File: config.mk
export PLATFORM = sky130hd
export DESIGN_NAME = aes_key_expansion
export DESIGN_NICKNAME = d
export VERILOG_FILES = /design/src/hw/rtl/aeske_pkg.sv /design/src/hw/rtl/aes_key_expansion.sv
export SDC_FILE = /design/constraint.sdc
export NUM_CORES = 1
export LEC_CHECK = 0
export ABC_CLOCK_PERIOD_IN_PS = 42700
export BUFFER_PORTS_ARGS = -buffer_cell sky130_fd_sc_hd__buf_2
export CAP_MARGIN = 10
export CORE_MARGIN = 2
export CORE_UTILIZATION = 55
export DETAILED_ROUTE_END_ITERATION = 12
export HOLD_SLACK_MARGIN = 0.15
export PLACE_DENSITY = 0.81
export SETUP_SLACK_MARGIN = 0.02
export SYNTH_ARGS = -nofsm -noshare
export SYNTH_HDL_FRONTEND = slang
export SYNTH_SLANG_ARGS = --single-unit
File: constraint.sdc
create_clock -name clk -period 42.7 [get_ports clk]
set_clock_uncertainty 0.2 [all_clocks]
set_input_delay 8.54 -clock clk [delete_from_list [all_inputs] [get_ports clk]]
set_output_delay 8.54 -clock clk [all_outputs]
set_load 0.01 [all_outputs]
File: src/hw/rtl/aeske_pkg.sv
`timescale 1ns / 1ps
package aeske_pkg;
  localparam int WORD_W = 32;
  localparam int IDX_W = 6;
  localparam int WIN_DEPTH = 8;

  localparam logic [1:0] KLEN_128 = 2'd0;
  localparam logic [1:0] KLEN_192 = 2'd1;
  localparam logic [1:0] KLEN_256 = 2'd2;

  typedef enum logic [1:0] {
    ST_LOAD,
    ST_EXPAND,
    ST_EMIT
  } state_t;

  localparam logic [7:0] SBOX [256] = '{
    8'h63,8'h7c,8'h77,8'h7b,8'hf2,8'h6b,8'h6f,8'hc5,8'h30,8'h01,8'h67,8'h2b,8'hfe,8'hd7,8'hab,8'h76,
    8'hca,8'h82,8'hc9,8'h7d,8'hfa,8'h59,8'h47,8'hf0,8'had,8'hd4,8'ha2,8'haf,8'h9c,8'ha4,8'h72,8'hc0,
    8'hb7,8'hfd,8'h93,8'h26,8'h36,8'h3f,8'hf7,8'hcc,8'h34,8'ha5,8'he5,8'hf1,8'h71,8'hd8,8'h31,8'h15,
    8'h04,8'hc7,8'h23,8'hc3,8'h18,8'h96,8'h05,8'h9a,8'h07,8'h12,8'h80,8'he2,8'heb,8'h27,8'hb2,8'h75,
    8'h09,8'h83,8'h2c,8'h1a,8'h1b,8'h6e,8'h5a,8'ha0,8'h52,8'h3b,8'hd6,8'hb3,8'h29,8'he3,8'h2f,8'h84,
    8'h53,8'hd1,8'h00,8'hed,8'h20,8'hfc,8'hb1,8'h5b,8'h6a,8'hcb,8'hbe,8'h39,8'h4a,8'h4c,8'h58,8'hcf,
    8'hd0,8'hef,8'haa,8'hfb,8'h43,8'h4d,8'h33,8'h85,8'h45,8'hf9,8'h02,8'h7f,8'h50,8'h3c,8'h9f,8'ha8,
    8'h51,8'ha3,8'h40,8'h8f,8'h92,8'h9d,8'h38,8'hf5,8'hbc,8'hb6,8'hda,8'h21,8'h10,8'hff,8'hf3,8'hd2,
    8'hcd,8'h0c,8'h13,8'hec,8'h5f,8'h97,8'h44,8'h17,8'hc4,8'ha7,8'h7e,8'h3d,8'h64,8'h5d,8'h19,8'h73,
    8'h60,8'h81,8'h4f,8'hdc,8'h22,8'h2a,8'h90,8'h88,8'h46,8'hee,8'hb8,8'h14,8'hde,8'h5e,8'h0b,8'hdb,
    8'he0,8'h32,8'h3a,8'h0a,8'h49,8'h06,8'h24,8'h5c,8'hc2,8'hd3,8'hac,8'h62,8'h91,8'h95,8'he4,8'h79,
    8'he7,8'hc8,8'h37,8'h6d,8'h8d,8'hd5,8'h4e,8'ha9,8'h6c,8'h56,8'hf4,8'hea,8'h65,8'h7a,8'hae,8'h08,
    8'hba,8'h78,8'h25,8'h2e,8'h1c,8'ha6,8'hb4,8'hc6,8'he8,8'hdd,8'h74,8'h1f,8'h4b,8'hbd,8'h8b,8'h8a,
    8'h70,8'h3e,8'hb5,8'h66,8'h48,8'h03,8'hf6,8'h0e,8'h61,8'h35,8'h57,8'hb9,8'h86,8'hc1,8'h1d,8'h9e,
    8'he1,8'hf8,8'h98,8'h11,8'h69,8'hd9,8'h8e,8'h94,8'h9b,8'h1e,8'h87,8'he9,8'hce,8'h55,8'h28,8'hdf,
    8'h8c,8'ha1,8'h89,8'h0d,8'hbf,8'he6,8'h42,8'h68,8'h41,8'h99,8'h2d,8'h0f,8'hb0,8'h54,8'hbb,8'h16
  };
endpackage

File: src/hw/rtl/aes_key_expansion.sv
`timescale 1ns / 1ps
// A key word is echoed on the output in the cycle after it is taken. The Nk-th word
// then starts generation: each further schedule word takes four byte steps through
// one S-box and then an output step, plus any output stall; 44..60 words per schedule.
// Throughput: one item in flight; the single byte-wide S-box path sets the expansion rate.
// Reset: rst (synchronous) clears load count, Rcon to 0x01, length to 128-bit.
module aes_key_expansion
  import aeske_pkg::*;
(
  input  logic        clk,
  input  logic        rst,
  input  logic        cfg_valid,
  output logic        cfg_ready,
  input  logic [7:0]  cfg_data,     // [1:0] key_length_select
  input  logic        s_tvalid,
  output logic        s_tready,
  input  logic [31:0] s_tdata,      // [31:0] key_word
  output logic        m_tvalid,
  input  logic        m_tready,
  output logic [39:0] m_tdata,      // [31:0] round_key_word, [37:32] word_index
  output logic        m_tlast       // last_word
);
  state_t state, state_next;
  logic [1:0]  klen;
  logic [31:0] win [WIN_DEPTH];      // newest at 0; payload, no reset
  logic [5:0]  loaded;
  logic [7:0]  rcon;
  logic [5:0]  idx;                  // next generated index
  logic [3:0]  phase;                // idx mod Nk
  logic [1:0]  bcnt;                 // byte step in the S-box digit loop
  logic [31:0] tshift;               // temp word, shifted one byte per cycle
  logic        tsub;                 // this word passes bytes through the S-box
  logic [31:0] out_word;
  logic [5:0]  out_idx;
  logic        out_last;
  logic        out_full;

  logic [3:0] nk;
  logic [5:0] total;
  always_comb begin
    case (klen)
      KLEN_128: nk = 4'd4;
      KLEN_192: nk = 4'd6;
      default:  nk = 4'd8;
    endcase
    total = 6'({nk, 2'b00} + 6'd28);
  end

  assign cfg_ready = 1'b1;
  assign m_tvalid = out_full;
  assign m_tdata = {2'b00, out_idx, out_word};
  assign m_tlast = out_last;

  logic accept_in;
  logic done_gen;
  logic out_load;
  assign accept_in = s_tvalid && s_tready;
  assign done_gen = (state == ST_EMIT) && (!out_full || m_tready);
  assign out_load = accept_in || done_gen;

  // In the load state, take a key word when the output slot is free or drains this cycle.
  always_comb begin
    s_tready = (state == ST_LOAD) && (!out_full || m_tready);
  end

  logic [5:0] loaded_inc;
  assign loaded_inc = loaded + 6'd1;

  always_comb begin
    state_next = state;
    case (state)
      ST_LOAD:   if (accept_in && loaded_inc >= {2'b00, nk}) state_next = ST_EXPAND;
      ST_EXPAND: if (bcnt == 2'd3) state_next = ST_EMIT;
      ST_EMIT: begin
        if (done_gen) state_next = (idx == total - 6'd1) ? ST_LOAD : ST_EXPAND;
      end
      default:   state_next = ST_LOAD;
    endcase
  end

  logic [31:0] far_word;
  logic [7:0]  sb_in, sb_out;
  assign far_word = win[3'(nk - 4'd1)];
  assign sb_in = tshift[31:24];
  assign sb_out = tsub ? SBOX[sb_in] : sb_in;

  always_ff @(posedge clk) begin
    if (rst) begin
      state <= ST_LOAD;
      klen <= KLEN_128;
      loaded <= '0;
      rcon <= 8'h01;
      out_full <= 1'b0;
      bcnt <= '0;
    end else begin
      state <= state_next;
      if (cfg_valid) klen <= cfg_data[1:0];
      // Drop the held item once taken, unless a new one replaces it.
      if (out_full && m_tready && !out_load) out_full <= 1'b0;
      case (state)
        ST_LOAD: begin
          if (accept_in) begin
            for (int k = WIN_DEPTH - 1; k > 0; k--) win[k] <= win[k - 1];
            win[0] <= s_tdata;
            out_word <= s_tdata;
            out_idx <= loaded;
            out_last <= 1'b0;
            out_full <= 1'b1;
            loaded <= loaded_inc;
            idx <= {2'b00, nk};
            phase <= '0;
            bcnt <= '0;
            tshift <= {s_tdata[23:0], s_tdata[31:24]};
            tsub <= 1'b1;
          end
        end
        ST_EXPAND: begin
          // One byte per cycle through the S-box (bypassed when tsub is low), rotating into place.
          tshift <= {tshift[23:0], sb_out};
          bcnt <= bcnt + 2'd1;
        end
        ST_EMIT: begin
          if (done_gen) begin
            logic [31:0] w;
            w = far_word ^ tshift ^ ((phase == 4'd0) ? {rcon, 24'h0} : 32'h0);
            for (int k = WIN_DEPTH - 1; k > 0; k--) win[k] <= win[k - 1];
            win[0] <= w;
            out_word <= w;
            out_idx <= idx;
            out_last <= (idx == total - 6'd1);
            out_full <= 1'b1;
            if (phase == 4'd0) rcon <= {rcon[6:0], 1'b0} ^ (rcon[7] ? 8'h1b : 8'h00);
            if (idx == total - 6'd1) begin
              loaded <= '0;
              rcon <= 8'h01;
            end
            idx <= idx + 6'd1;
            phase <= (phase == nk - 4'd1) ? 4'd0 : phase + 4'd1;
            bcnt <= '0;
            // Prime temp for the next word from the word being written now.
            if (((phase == nk - 4'd1) ? 4'd0 : phase + 4'd1) == 4'd0) begin
              tshift <= {w[23:0], w[31:24]};
              tsub <= 1'b1;
            end else begin
              tshift <= w;
              tsub <= (nk == 4'd8) && (phase + 4'd1 == 4'd4);
            end
          end
        end
        default: ;
      endcase
    end
  end
endmodule

== Yosys cells after proc, flatten, opt, wreduce, memory -nomap -nowiden ==
Memories as Yosys holds them, arrays and structs flattened.
Index checks and enable logic that the tools add are counted.

* Flip-flop bits (word level): 103
* Bits in writable memories: 256
* ROM bits: 2048
* Output and inout port bits: 44
* Memories kept: 2

* $add $sub $neg: 7
* Order comparisons: 2
* Equal/unequal tests: 13
* Multiplexer cells: 64
* Bitwise gates (word level): 13
* Reductions and logical operators: 24

{| class="wikitable"
|+ Memories
! memory !! words !! width !! read ports !! clocked after memory_dff !! wr ports !! line !! RTL
|-
| (name not given) || 256 || 8 || 1 || 0 || 0 || aes_key_expansion.sv:85 || <nowiki>assign sb_out = tsub ? SBOX[sb_in] : sb_in;</nowiki>
|-
| win || 8 || 32 || 8 || 0 || 8 || aes_key_expansion.sv:25 || <nowiki>logic [31:0] win [WIN_DEPTH];</nowiki>
|}

{| class="wikitable"
|+ Operators with widths
! cell !! count
|-
| $mux 32 || 14
|-
| $pmux 32 s3 || 1
|-
| $pmux 32 s2 || 1
|-
| $xor 32x32->32 || 2
|-
| $mux 6 || 7
|-
| $mux 8 || 5
|-
| $pmux 6 s2 || 3
|-
| $mux 1 || 17
|-
| $pmux 4 s2 || 2
|-
| $add 6x1->6 const B || 2
|-
| $mux 4 || 3
|-
| $pmux 2 s3 || 2
|-
| $reduce_and 4->1 || 3
|-
| $mux 2 || 5
|-
| $ge 9x9->1 const B || 1
|-
| $not 8->9 || 1
|-
| $reduce_and 3->1 || 3
|-
| $logic_not 4->1 || 2
|-
| $or 1x1->1 || 8
|-
| $xor 8x5->8 || 1
|-
| $logic_and 1x1->1 || 7
|-
| $add 6x5->6 const B || 1
|-
| $eq 6x6->1 || 1
|-
| $ge 6x4->1 || 1
|-
| 19 further kinds || 30
|}

== Depth between registers and ports, before layout ==
Gate-level depths: netlist of the first run.

* Depth in word-level cells: 10
* Gate-level depth with buffers: 13
* Mapped depth without buffers: 9

== Least setup slack after synthesis of the first run ==
No wires, ideal clock.

* Path kind: input-to-reg
* From: input port m_tready
* To: memory win[0][0], enable pin
* Setup time: 1.186 ns
* Arrival: 26.180 ns
* Required time: 41.314 ns
* Path slack: 15.133 ns
* Stages on the path: 3
* Buffers on the path: 1
* Cell sequence: nor2b_1 > clkbuf_1 > nor3_1

{| class="wikitable"
|+ RTL lines
! what !! line !! RTL
|-
| from (decl) || aes_key_expansion.sv:19 || <nowiki>input logic m_tready,</nowiki>
|-
| to (decl) || aes_key_expansion.sv:25 ||
|}

== Worst setup path after layout of the first run ==
* From: input port m_tready
* To: output port s_tready

* Word-level cells in the longest chain between the ends: 2

{| class="wikitable"
|+ RTL lines
! what !! line !! RTL
|-
| $logic_or 1x1->1 || aes_key_expansion.sv:63 || <nowiki>s_tready = (state == ST_LOAD) && (!out_full || m_tready);</nowiki>
|-
| $logic_and 1x1->1 || aes_key_expansion.sv:63 ||
|-
| to (decl) || aes_key_expansion.sv:16 || <nowiki>output logic s_tready,</nowiki>
|}

No other way between the ends.

==> flow_summary.yaml, run 1 <==
drt:
  wl_um: 50200
  ant_nets: 0
  drt_first_pass_iters: 6
  num_vias: 13000
  wl_per_cell_um: 25.6
  drcViolationCount: 0
  initialDrtViolationCount: 1766
  vias_per_cell: 6.61
die:
  initial_core_util_pct: 56.0
  die_h_um: 184
  die_area_mm2: 0.0337
  ios: 89
  core-area_mm2: 0.0316
  rows: 65
  dieWidth_um: 184
placement:
  gp_congestion: 0.987
  dp_hpwl_um: 32300
  io_buffers: 79
worst_setup_path:
  required_ns: 33.96
  arrival_ns: 9.48
  startpoint_type: "primary input"
  reg2reg_to: "tshift[1]$_DFFE_PP_"
  rrSetupSlack_ns: 38.27
  endpoint_kind: "output pin"
  crit_end: "s_tready"
  path_class: "in2out"
  timing.critical_path.fanout_max: 11
  rr_worst_depth: 9
  r2r_start: "tshift[25]$_DFFE_PP_"
  crit_path_start: "m_tready"
yosys:
  ys_types: 76
  netlist_instances: 1511
  synth.avg_cell_area_um2: 11.7
  netlist_area_mm2: 0.0177
  synth_edf_count: 338
  synth_warnings: 0
  synth-seq-cells: 359
  synthFlopType: "edfxtp_1"
  seq_area_frac_synth_pct: 59.6
  async_flop_share_pct: 0
timing:
  rsz0062_at_grt: "false"
  period_minus_slack_ns: 18.22
  drv_slew: 0
  period_share_pct: 42.7
  finalSetupViolations: 0
  slew_headroom_pct: 23.1
  worst_slew_pin_slew_ns: 1.15
  hold_viol: 0
  max_clock_freq_mhz: 54.9
  setup-tns-final_ns: 0
finish:
  final_nets: 1602
  fin_util_pct: 61.7
  syn2layout_area_growth_pct: 10.1
  drive_gt1_share_pct: 13.6
power:
  powerDensity_mw_per_mm2: 47.6
  ir_worst_vdd_mv: 0.0277
  cellLeakagePower_nw: 6.74
clock_network:
  clk_latency_ns: 0.53
  clk_pin_slew_ns: 0.06
  h-tree-depth: 2
  cts_resized: 0
  clockBufferDepth: 3
  cts_buffers: 37
  postCtsHoldBufs: 0
  cts_sinks: 359
  root_buffer: "clkbuf_16"
  cts_tree: "done"
  post_cts_buffers: 0
min_path:
  worstHoldPathType: "reg2reg"
global_route:
  grt_max_degree: 190
  grt_pass1_wl_um: 75200
  antenna_found_initial: 1
  track_usage_pct: 29.5
  grt_pass1_vias: 12400
  overflow: 0
run:
  drv_cap: 0
run_status:
  outcome: "completed"
## metrics by stage
step	instance area, um2	power, mW	setup slack (ns)	std cells	hold slack, ns
4_1_cts	19500	0.928	24.47	1959	0.206
2_1_floorplan	17700	0.557	15.13	1512	0.200
3_5_place_dp	18300	0.602	24.45	1891	0.205
6_report	19500	0.928	24.48	1960	0.200
3_3_place_gp	18300	0.599	24.45	1891	0.200
5_1_grt	19500	0.958	24.36	1959	0.212
## sequential cells by signal (all words and copies together) (netlist names)
| signal | count |
|---|---|
| bcnt | 2 |
| idx | 6 |
| klen | 2 |
| loaded | 6 |
| m_tlast | 1 |
| m_tvalid | 1 |
| out_idx | 6 |
| out_word | 32 |
| phase | 4 |
| rcon | 8 |
| state | 2 |
| tshift | 32 |
| tsub | 1 |
| win | 256 |
## cell usage in the layout (no fill, tap or decap), types with 12 or more instances in the layout
master	count
inv_1	20
nand2b_1	27
mux4_2	12
o211ai_1	17
a311oi_1	14
clkbuf_16	37
nand2_1	147
nor2_1	137
buf_2	79
ha_1	27
dfxtp_1	19
a31oi_1	16
nor2b_1	23
a21oi_1	126
nor3_1	21
mux2_2	12
xnor2_1	30
mux2i_1	53
edfxtp_1	338
o21ai_0	87
buf_4	23
nand3_1	27
a32oi_1	28
## worst min-delay path by stage
stage / from / to / slack [ns] / cells after the start
after floorplan: win[0][0]$_DFFE_PP_ / win[1][0]$_DFFE_PP_ / 0.20 / 0
after global placement: win[0][10]$_DFFE_PP_ / win[1][10]$_DFFE_PP_ / 0.20 / 0
after detailed placement: win[1][11]$_DFFE_PP_ / win[2][11]$_DFFE_PP_ / 0.20 / 0
after CTS: win[2][27]$_DFFE_PP_ / win[3][27]$_DFFE_PP_ / 0.21 / 0
after global routing: win[1][31]$_DFFE_PP_ / win[2][31]$_DFFE_PP_ / 0.21 / 0
final: win[2][27]$_DFFE_PP_ / win[3][27]$_DFFE_PP_ / 0.20 / 0
## critical path: stages
cell and delay [ns]:
buf_2 0.10, nor2b_1 0.60, nor2_1 0.08, buf_2 0.17
## layout make-up
cell class | count | area [um2]
Fill cell | 2367 | 12100
Antenna cell | 1 | 2.50
Multi-Input combinational cell | 1004 | 6530
Inverter | 23 | 86.3
Clock inverter | 25 | 275
Sequential cell | 359 | 10600
Timing Repair Buffer | 103 | 588
Tap cell | 402 | 503
Clock buffer | 43 | 958
## logic make-up after synthesis
logic type	count (synthesis)	synth area share, %
and+or+nand+nor	439	11.3
AOI/OAI and AO/OA	410	15.1
DFF	359	59.6
buffers and inverters	149	3.77
muxes	77	5.28
xor gates and xnor gates	46	2.83
adders and majority gates	29	2.05
other	2	0.0424
## power breakdown
group          internal [mW]  total [mW]  switching (mW)  leakage [nW]
combinational         0.0521       0.168           0.115          2.81
clock                  0.193       0.328           0.135         0.604
sequential             0.420       0.432          0.0125          3.32
total                  0.665       0.928           0.263          6.74
## metal layers
| metal | part of all wire, % | routed length [um] | global-route usage (%) |
|---|---|---|---|
| met5 | 0 | 0 | 0 |
| met1 | 40 | 20300 | 40.9 |
| met3 | 7.7 | 3870 | 4.28 |
| met4 | 4.9 | 2480 | 14.0 |
| met2 | 47 | 23500 | 46.2 |
## Yosys cell counts (all sizes together), types with 5 or more instances
| cell type | instances | area, um2 |
|---|---|---|
| a2111oi | 5 | 43.8 |
| a211o | 8 | 70.1 |
| a211oi | 11 | 82.6 |
| a21boi | 8 | 60.1 |
| a21oi | 126 | 631 |
| a22oi | 11 | 82.6 |
| a311oi | 14 | 123 |
| a31oi | 16 | 100 |
| a32oi | 28 | 245 |
| and2 | 11 | 68.8 |
| and3 | 9 | 56.3 |
| buf | 44 | 274 |
| clkbuf | 82 | 308 |
| dfxtp | 21 | 420 |
| edfxtp | 338 | 10100 |
| ha | 29 | 363 |
| inv | 20 | 75.1 |
| mux2 | 12 | 135 |
| mux2i | 53 | 531 |
| mux4 | 12 | 270 |
| nand2 | 147 | 552 |
| nand2b | 27 | 169 |
| nand3 | 27 | 135 |
| nand3b | 6 | 45.0 |
| nor2 | 138 | 518 |
| nor2b | 23 | 144 |
| nor3 | 24 | 120 |
| o2111ai | 7 | 61.3 |
| o211ai | 17 | 128 |
| o21ai | 90 | 454 |
| o221ai | 5 | 43.8 |
| o311ai | 11 | 96.3 |
| o31ai | 8 | 60.1 |
| or2 | 7 | 43.8 |
| or3 | 7 | 43.8 |
| xnor2 | 30 | 263 |
| xnor3 | 5 | 113 |
| xor2 | 9 | 78.8 |
No activity file was read; power rests on OpenSTA's default activity.
==> run 2: changes to the inputs <==
ABC_CLOCK_PERIOD_IN_PS = 17800   (was 42700)
clock period = 17.8 ns   (was 42.7 ns; I/O delays follow)
==> run 2 against run 1 <==
Core utilization decreased by 0.43 points. First-iteration DRC count is 8.9% lower. Sequential power up 140%. Wire length decreased by 0.52%. Global-route usage down 0.14 points. Critical path depth stayed put. Clock power up 120%. Count of clock-buffer cells in the layout increased by 7. Flip-flop and latch count unchanged. Power grew 130%. Via count grew 0.19%. Final cell count is 0.36% lower.
==> flow_summary.yaml, run 2 (synthesized netlist as in run 1, its figures left out) <==
run_status:
  outcome: "completed"
power:
  p_comb_share_pct: 18.7
  ir_worst_vdd_mv: 0.0856
  intPower_mw: 1.54
  swShare_pct: 28.7
  power_switching_mw: 0.621
  powerDensity_mw_per_mm2: 112
  clock_power_share_pct: 33.5
  cellLeakagePower_nw: 6.66
  seq_power_share_pct: 47.8
global_route:
  grt_pass1_wl_um: 74700
  grt_pass1_vias: 12400
  track_usage_pct: 29.4
  met2_usage_pct: 46.1
  antenna_found_initial: 0
  grt_max_degree: 207
  grt.busiest_layer: "met2"
  overflow: 0
  grt_use_met3_pct: 4.60
  use_met1_pct: 40.0
clock_network:
  cts_buffers: 36
  cts_resized: 0
  clockBufferDepth: 3
  cts_sinks: 359
  clk_latency_ns: 0.52
  root_buffer: "clkbuf_16"
  h-tree-depth: 2
  clk_pin_slew_ns: 0.06
  cts_tree: "done"
  post_cts_buffers: 0
  postCtsHoldBufs: 0
drt:
  initialDrtViolationCount: 1609
  drcViolationCount: 0
  wl_um: 49900
  num_vias: 13000
  ant_nets: 0
  drt_first_pass_iters: 8
  vias_per_cell: 6.65
  wl_per_cell_um: 25.6
placement:
  io_buffers: 79
  post_dp_cell_area_mm2: 0.0183
  dp_hpwl_um: 31500
  gp_congestion: 0.986
worst_setup_path:
  timing.critical_path.fanout_max: 11
  path_class: "in2out"
  required_ns: 14.04
  endpoint_kind: "output pin"
  reg2reg_to: "tshift[3]$_DFFE_PP_"
  rrSetupSlack_ns: 13.46
  rr_worst_depth: 9
  arrival_ns: 4.61
  startpoint_type: "primary input"
  r2r_start: "tshift[25]$_DFFE_PP_"
finish:
  final_nets: 1598
  num_antenna_cells: 0
  largestRegisters: "win (256), out_word (32), tshift (32)"
  syn2layout_area_growth_pct: 9.33
  fin_util_pct: 61.3
  layout_commonest_cell: "edfxtp_1"
  final_cell_mix: "edfxtp_1, nand2_1, nor2_1"
  nFillCells: 2415
  largest_reg_flops: 256
  largest_register: "win"
  drive_gt1_share_pct: 12.7
  fin_area_mm2: 0.0194
timing:
  drv_slew: 0
  slew_headroom_pct: 20.3
  period_share_pct: 47.0
  max_clock_freq_mhz: 119
  finalSetupViolations: 0
  rsz0062_at_grt: "false"
  period_minus_slack_ns: 8.37
  setup-tns-final_ns: 0
  worst_slew_pin_slew_ns: 1.20
  hold_viol: 0
die:
  core-area_mm2: 0.0316
  ios: 89
  die_area_mm2: 0.0337
  dieWidth_um: 184
  initial_core_util_pct: 56.0
  rows: 65
  die_h_um: 184
run:
  drv_cap: 0
min_path:
  holdPathEnd: "win[2][5]$_DFFE_PP_"
  holdPathStages: 0
  holdCritStartpoint: "win[1][5]$_DFFE_PP_"
  worstHoldPathType: "reg2reg"
==> run 2: cell count changes in the layout (fill, tap and decap cells not counted), sizes merged <==
cell and change:
bufinv -3, clkbuf +7, clkinv -4, clkinvlp -2
inv -1, diode -1, buf -3
==> run 2: per-layer routing <==
| layer | wire [um] | part of all wire (%) |
|---|---|---|
| met1 | 20000 | 40 |
| met2 | 23000 | 46 |
| met3 | 4440 | 8.9 |
| met4 | 2490 | 5.0 |
| met5 | 0 | 0 |
==> run 2: critical path: stages <==
cell and delay, ns:
buf_2 0.10, nor2b_1 0.69, nor2_1 0.08, buf_2 0.17
==> run 2: area by class of cell <==
type | count | area (um2) | area share (%)
multi-input combinational | 1004 | 6540 | 33.7
clock buffer | 50 | 963 | 4.97
tap | 402 | 503 | 2.60
timing repair buffer | 100 | 566 | 2.92
sequential | 359 | 10600 | 54.6
clock inverter | 15 | 153 | 0.788
inverter | 23 | 86.3 | 0.445
==> run 2: worst max-delay path by stage <==
stage,from,end,slack (ns),cells after the start
after floorplan,m_tready,win[0][0]$_DFFE_PP_,3.27,3
after global placement,m_tready,s_tready,9.49,4
after detailed placement,m_tready,s_tready,9.43,4
after CTS,m_tready,s_tready,9.44,4
after global routing,m_tready,s_tready,9.33,4
final,m_tready,s_tready,9.43,4
==> run 2: metrics by stage <==
stage | hold slack (ns) | worst slack, ns | cells | total power [mW]
after detailed placement | 0.205 | 9.43 | 1888 | 1.44
after global placement | 0.201 | 9.49 | 1888 | 1.43
after CTS | 0.214 | 9.44 | 1953 | 2.16
final | 0.213 | 9.43 | 1953 | 2.17
after global routing | 0.215 | 9.33 | 1953 | 2.23
after floorplan | 0.200 | 3.27 | 1512 | 1.32
==> run 2: power by group through the flow <==
| stage | clock [mW] | sequential, mW | combinational, mW |
|---|---|---|---|
| floorplan | 0 | 1.06 | 0.264 |
| global placement | 0 | 1.05 | 0.388 |
| detailed placement | 0 | 1.05 | 0.390 |
| CTS | 0.736 | 1.03 | 0.393 |
| global route | 0.762 | 1.04 | 0.430 |
| finish | 0.726 | 1.04 | 0.404 |
